### config.mk
export PLATFORM = sky130hd
export DESIGN_NAME = iida_cell
export DESIGN_NICKNAME = d
export VERILOG_FILES = /design/src/hw/rtl/iida_pkg.sv /design/src/hw/rtl/iida_cell.sv
export SDC_FILE = /design/constraint.sdc
export NUM_CORES = 1
export LEC_CHECK = 0
export CORE_ASPECT_RATIO = 1.25
export CORE_MARGIN = 5
export CORE_UTILIZATION = 55
export DETAILED_ROUTE_END_ITERATION = 10
export DONT_BUFFER_PORTS = 1
export PLACE_DENSITY_LB_ADDON = 0.15
export SYNTH_ARGS = -nofsm -noshare
export SYNTH_HDL_FRONTEND = slang
export SYNTH_SLANG_ARGS = --single-unit
### constraint.sdc
create_clock -name clk -period 3.6 [get_ports clk]
set_input_delay 0.9 -clock clk [delete_from_list [all_inputs] [get_ports clk]]
set_output_delay 0.9 -clock clk [all_outputs]
set_load 0.05 [all_outputs]
### src/hw/rtl/iida_pkg.sv
// Package for the indexed insert/delete array: sizes, op and status codes,
// cell command type and the control struct broadcast along the cell chain.
// No dependencies.
package iida_pkg;

  localparam int DEPTH = 64;
  localparam int IDX_W = (DEPTH > 1) ? $clog2(DEPTH) : 1;
  localparam int CNT_W = $clog2(DEPTH + 1);
  localparam int DATA_W = 32;
  localparam int POS_W = 6;

  localparam logic [1:0] OP_CLEAR  = 2'd0;
  localparam logic [1:0] OP_READ   = 2'd1;
  localparam logic [1:0] OP_INSERT = 2'd2;
  localparam logic [1:0] OP_DELETE = 2'd3;

  localparam logic [2:0] STAT_OK     = 3'd0;
  localparam logic [2:0] STAT_FULL   = 3'd1;
  localparam logic [2:0] STAT_NEG    = 3'd2;
  localparam logic [2:0] STAT_EMPTY  = 3'd3;
  localparam logic [2:0] STAT_BEYOND = 3'd4;

  typedef enum logic [1:0] {
    CMD_HOLD,
    CMD_INS,
    CMD_DEL,
    CMD_ROT
  } cell_cmd_t;

  typedef enum logic {
    ST_IDLE,
    ST_LIST
  } state_t;

  typedef struct packed {
    cell_cmd_t                  cmd;
    logic [IDX_W-1:0]           pos;
    logic signed [DATA_W-1:0]   value;
  } cell_ctl_t;

endpackage

### src/hw/rtl/iida_cell.sv
// One storage cell of the entry chain: holds one entry and takes from its
// lower or upper neighbor on insert, delete and rotate.
// Depends on iida_pkg.
module iida_cell (
  input  logic                             clk,
  input  iida_pkg::cell_ctl_t              ctl,
  input  logic [iida_pkg::IDX_W-1:0]       own_idx,
  input  logic signed [iida_pkg::DATA_W-1:0] prev_val,
  input  logic signed [iida_pkg::DATA_W-1:0] next_val,
  output logic signed [iida_pkg::DATA_W-1:0] val
);

  logic signed [iida_pkg::DATA_W-1:0] val_next;

  always_comb begin
    val_next = val;
    case (ctl.cmd)
      iida_pkg::CMD_INS: begin
        if (own_idx > ctl.pos) begin
          val_next = prev_val;
        end else if (own_idx == ctl.pos) begin
          val_next = ctl.value;
        end
      end
      iida_pkg::CMD_DEL: begin
        if (own_idx >= ctl.pos) begin
          val_next = next_val;
        end
      end
      iida_pkg::CMD_ROT: val_next = next_val;
      default: val_next = val;
    endcase
  end

  always_ff @(posedge clk) begin
    val <= val_next;
  end

endmodule

# == Word level (Yosys, flattened, before mapping) ==
# Index checks and enable logic that the tools add are counted.
# op_classes
addsub,0
multipliers,0
n_div,0
magnitude_cmp,2
eq_ne,6
shift,0
mux,4
bitwise_logic,0
n_reduce_logical,2
# op_table
cell,count
32-bit 2-to-1 mux,3
32-bit one-hot mux with 3 select lines,1
6-bit equality test,1
6-bit >= comparator,1
6-bit greater-than comparator,1
2-bit equality test (second input constant),2
3-bit != test (second input constant),1
3-bit AND reduction,1
3-bit nonzero test,1
2-bit by 1-bit equality test with 1-bit output (second input constant),1
2-bit != test (second input constant),1
# totals
regBits,32
latchBits,0
ram_bits,0
mem_bits_ro,0
word_cells,15
mem_count,0

# == Logic depth before layout (Yosys ltp) ==
# depth
depth_word,4
depth_mapped,8
ltp_nobuf,6

# == Worst setup path after synthesis ==
# No wires, ideal clock.
# synth_path
path_kind,input to register
startpoint,in ctl[37] (netlist bit)
endpoint,reg val[0] (netlist bit) (enable)
setup_ns,0.441
t_arrival_ns,3.416
required_ns,3.159
setup_slack_ns,-0.257
cell_stages,7
cell_sequence,inv_1 ha_1 nand2_1 o21a_1 buf_2 clkbuf_1 a31oi_1
# synth_via
elab_chain_len,3
# synth_rtl
item,line,text
from (decl),iida_cell.sv:6,"input iida_pkg::cell_ctl_t ctl,"
6-bit greater-than comparator (tied with other cells),iida_cell.sv:19,if (own_idx > ctl.pos) begin
3-bit != test (no source line) or 2-bit != test (tied branches),n/a,
3-bit AND reduction (no source line) (*),n/a,
to (signal assigned),iida_cell.sv:36,val <= val_next;
to (decl),iida_cell.sv:10,output logic signed [iida_pkg::DATA_W-1:0] val
# Every way passes the cells marked *; elsewhere a longest branch is shown, timed or not.
# A chain may end at the register's enable or synchronous reset.

# == Worst setup path after layout ==
# layout_path
startpoint,in ctl[37] (netlist bit)
endpoint,"reg val[29] (netlist bit), data pin"
# layout_via
elab_chain_len,3
# layout_rtl
item,line,text
6-bit greater-than comparator,iida_cell.sv:19,
32-bit 2-to-1 mux,iida_cell.sv:19,
32-bit one-hot mux with 3 select lines,iida_cell.sv:17,case (ctl.cmd)
via val_next (one bit),iida_cell.sv:13,logic signed [iida_pkg::DATA_W-1:0] val_next;
# The timed path passes the listed nets, and every way through them passes these cells.

==> reports/results.txt <==
Initial Utilization -> 55.6%
Period minus WS final -> 2530 ps
N_diodes -> 0
Vias in the first global route -> 1762
Flops & latches, synth -> 32
Synth cell count leaders -> 34 x a21oi_1, 33 x nor2_1, 33 x nor2b_1
Initial antenna violation count -> 0
Slew @ Worst Pin -> 499 ps
DIE AREA -> 5470 sq um
CTS Sinks -> 32
Routability cong. -> 0.680
Final setup vio count -> 0
Critical path buffer and inverter count -> 1
H-tree levels -> 2
CTS max path bufs -> 2
WL met3 -> 625 um
I/O pins -> 143
Met1 wire length -> 2060 um
Setup slack after layout -> 1070 ps
CP max stage cell -> o32a_4
Syn Inst Count -> 241
Core area -> 4030 sq um
Share of cells above drive strength 1 -> 6.47%
Congestion Overflow GR -> 0
Hold Crit Class -> in -> reg
Placed Cells incl. Taps -> 280
CP Capture Type -> register
Top Registers -> val (32)
Yosys warns -> 0
Post-route setup TNS -> 0 ps
Hold Violations, Final -> 0
Nets -> 348
Top post-synthesis cells by area -> edfxtp_1 43%, o211a_1 14%, nor2b_1 9.2%
Num CTS Buffers -> 5
Via density -> 6.22
CP Class -> in -> reg
Static leakage -> 0.923 nW
RSZ-0062 raised after global routing -> no
Max Clk Rate -> 0.396 GHz
Worst path max stage delay -> 500 ps
EDFF count, synth -> 32
Share of the synthesized area in the top cell type -> 42.8%
Die W -> 67.1 um
Critical path cell sequence -> inv_1 -> ha_1 -> and4_4 -> and3_4 -> o32a_4 -> o211a_1
Post-synthesis sequential area ratio -> 42.8%
Via count -> 1790
Syn_area_per_cell -> 9.31 sq um
Aggregate global-route resource usage -> 20.4%
Synth Net Count -> 358
WL/cell -> 20.0 um
Global-route wire length before repair -> 8400 um
Drt first pass iters -> 4
1st-iter DRT viols -> 68
Met2 WL -> 2920 um
Power per cell area -> 514 nW/um^2
Post-route ant nets -> 0
Detailed-route wire length -> 5760 um
Max_cap viols -> 0
Top cell type by total area after synthesis -> edfxtp_1
Max reg flops -> 32
Max VDD drop -> 255 uV
CP Max Fanout -> 33
Count of non-filler cells in the finished layout -> 288
Asr flop ratio synth -> 0%
Crit path arrival time -> 2560 ps
FP Rows -> 26
Setup Buffers After CTS -> 0
CP delay by family, top -> compound AO/OA/AOI/OAI gates
Reg clk slew, reported paths -> 70 ps
Root Buffer -> clkbuf_8
Count leader, synth -> a21oi_1
CTS resizes -> 0
Synthesized area -> 2240 sq um
Post-cts hold buffer count -> 0
Setup WS pre-CTS -> 791 ps
Status -> complete, no violations
Layout area overhead -> 4.12%
CTS tree -> built
HP Start -> prev_val[17]
CP Launch Point -> ctl[37]
Fillers -> 386
Largest net degree at the start of global routing -> 69
Post-synth cell types -> 21
Slew Limit Fails -> 0
Reg with most FFs -> val
Critical path startpoint category -> primary input
Final period util -> 70.2%
# port buffers -> 0
Die height -> 81.4 um
Synth Flop Type -> edfxtp_1
Rel. slew slack -> 66.8%
Hpwl dp -> 4110 um
Worst path required time -> 3630 ps
DRC Markers -> 0
Top Metal Used -> met4
power breakdown:
group	internal [mW]	total, mW	switching, mW	leakage, nW
logic	0.0754	0.171	0.0960	0.572
clock network	0.134	0.267	0.133	0.0388
registers	0.502	0.762	0.260	0.312
cell families after synthesis:
family | share of synthesized area, %
AO/OA/AOI/OAI | 24.6
adder cells (fa/ha/maj) | 3.34
flip-flops | 42.8
buffers and inverters | 6.08
AND/OR/NAND/NOR | 23.2
cell type report:
type                    instances  area, sq um  area share [%]
clock buffers                   6         72.6            3.10
repair buffers                  4         30.0            1.28
multi-input cells             181         1170            49.9
flip-flops and latches         32          961            41.1
well taps                      56         70.1            3.00
clock inverters                 2         11.3           0.482
inverters                       7         26.3            1.12
cell usage in the layout, fill, tap and decap left out, drive strengths merged:
master and n:
nor2b 33, nand3 32, o32a 1, a31oi 1, clkinvlp 1, clkbuf 6, edfxtp 32, a21oi 34
ha 6, nor2 33, o21a 1, buf 4, o21ai 2, and4 1, nand2 2, and3 1
inv 7, a21o 1, o211a 32, clkinv 1, a21boi 1
stage by stage:
| stage | power [mW] | util (%) | hold WS (ps) | instance area [sq um] |
|---|---|---|---|---|
| after global routing | 1.25 | 57.9 | 830 | 2340 |
| final | 1.20 | 57.9 | 851 | 2340 |
| after floorplan | 0.906 | - | 1130 | 2250 |
| after CTS | 1.21 | 57.9 | 839 | 2340 |
| after detailed placement | 0.942 | 55.9 | 1140 | 2250 |
| after global placement | 0.931 | 55.9 | 1130 | 2250 |
final timing paths:
kind / to / slack, ps / cells after the start
worst max-delay path: val[29]$_DFFE_PP_ / 1070 / 6
worst min-delay path: val[17]$_DFFE_PP_ / 850 / 1
layer usage:
metal,track usage (%),vias to the layer above
met3,8.07,18
met2,35.6,97
li1,-,860
met5,0,-
met1,21.6,815
met4,8.32,0
No activity file was read; power rests on OpenSTA's default activity.
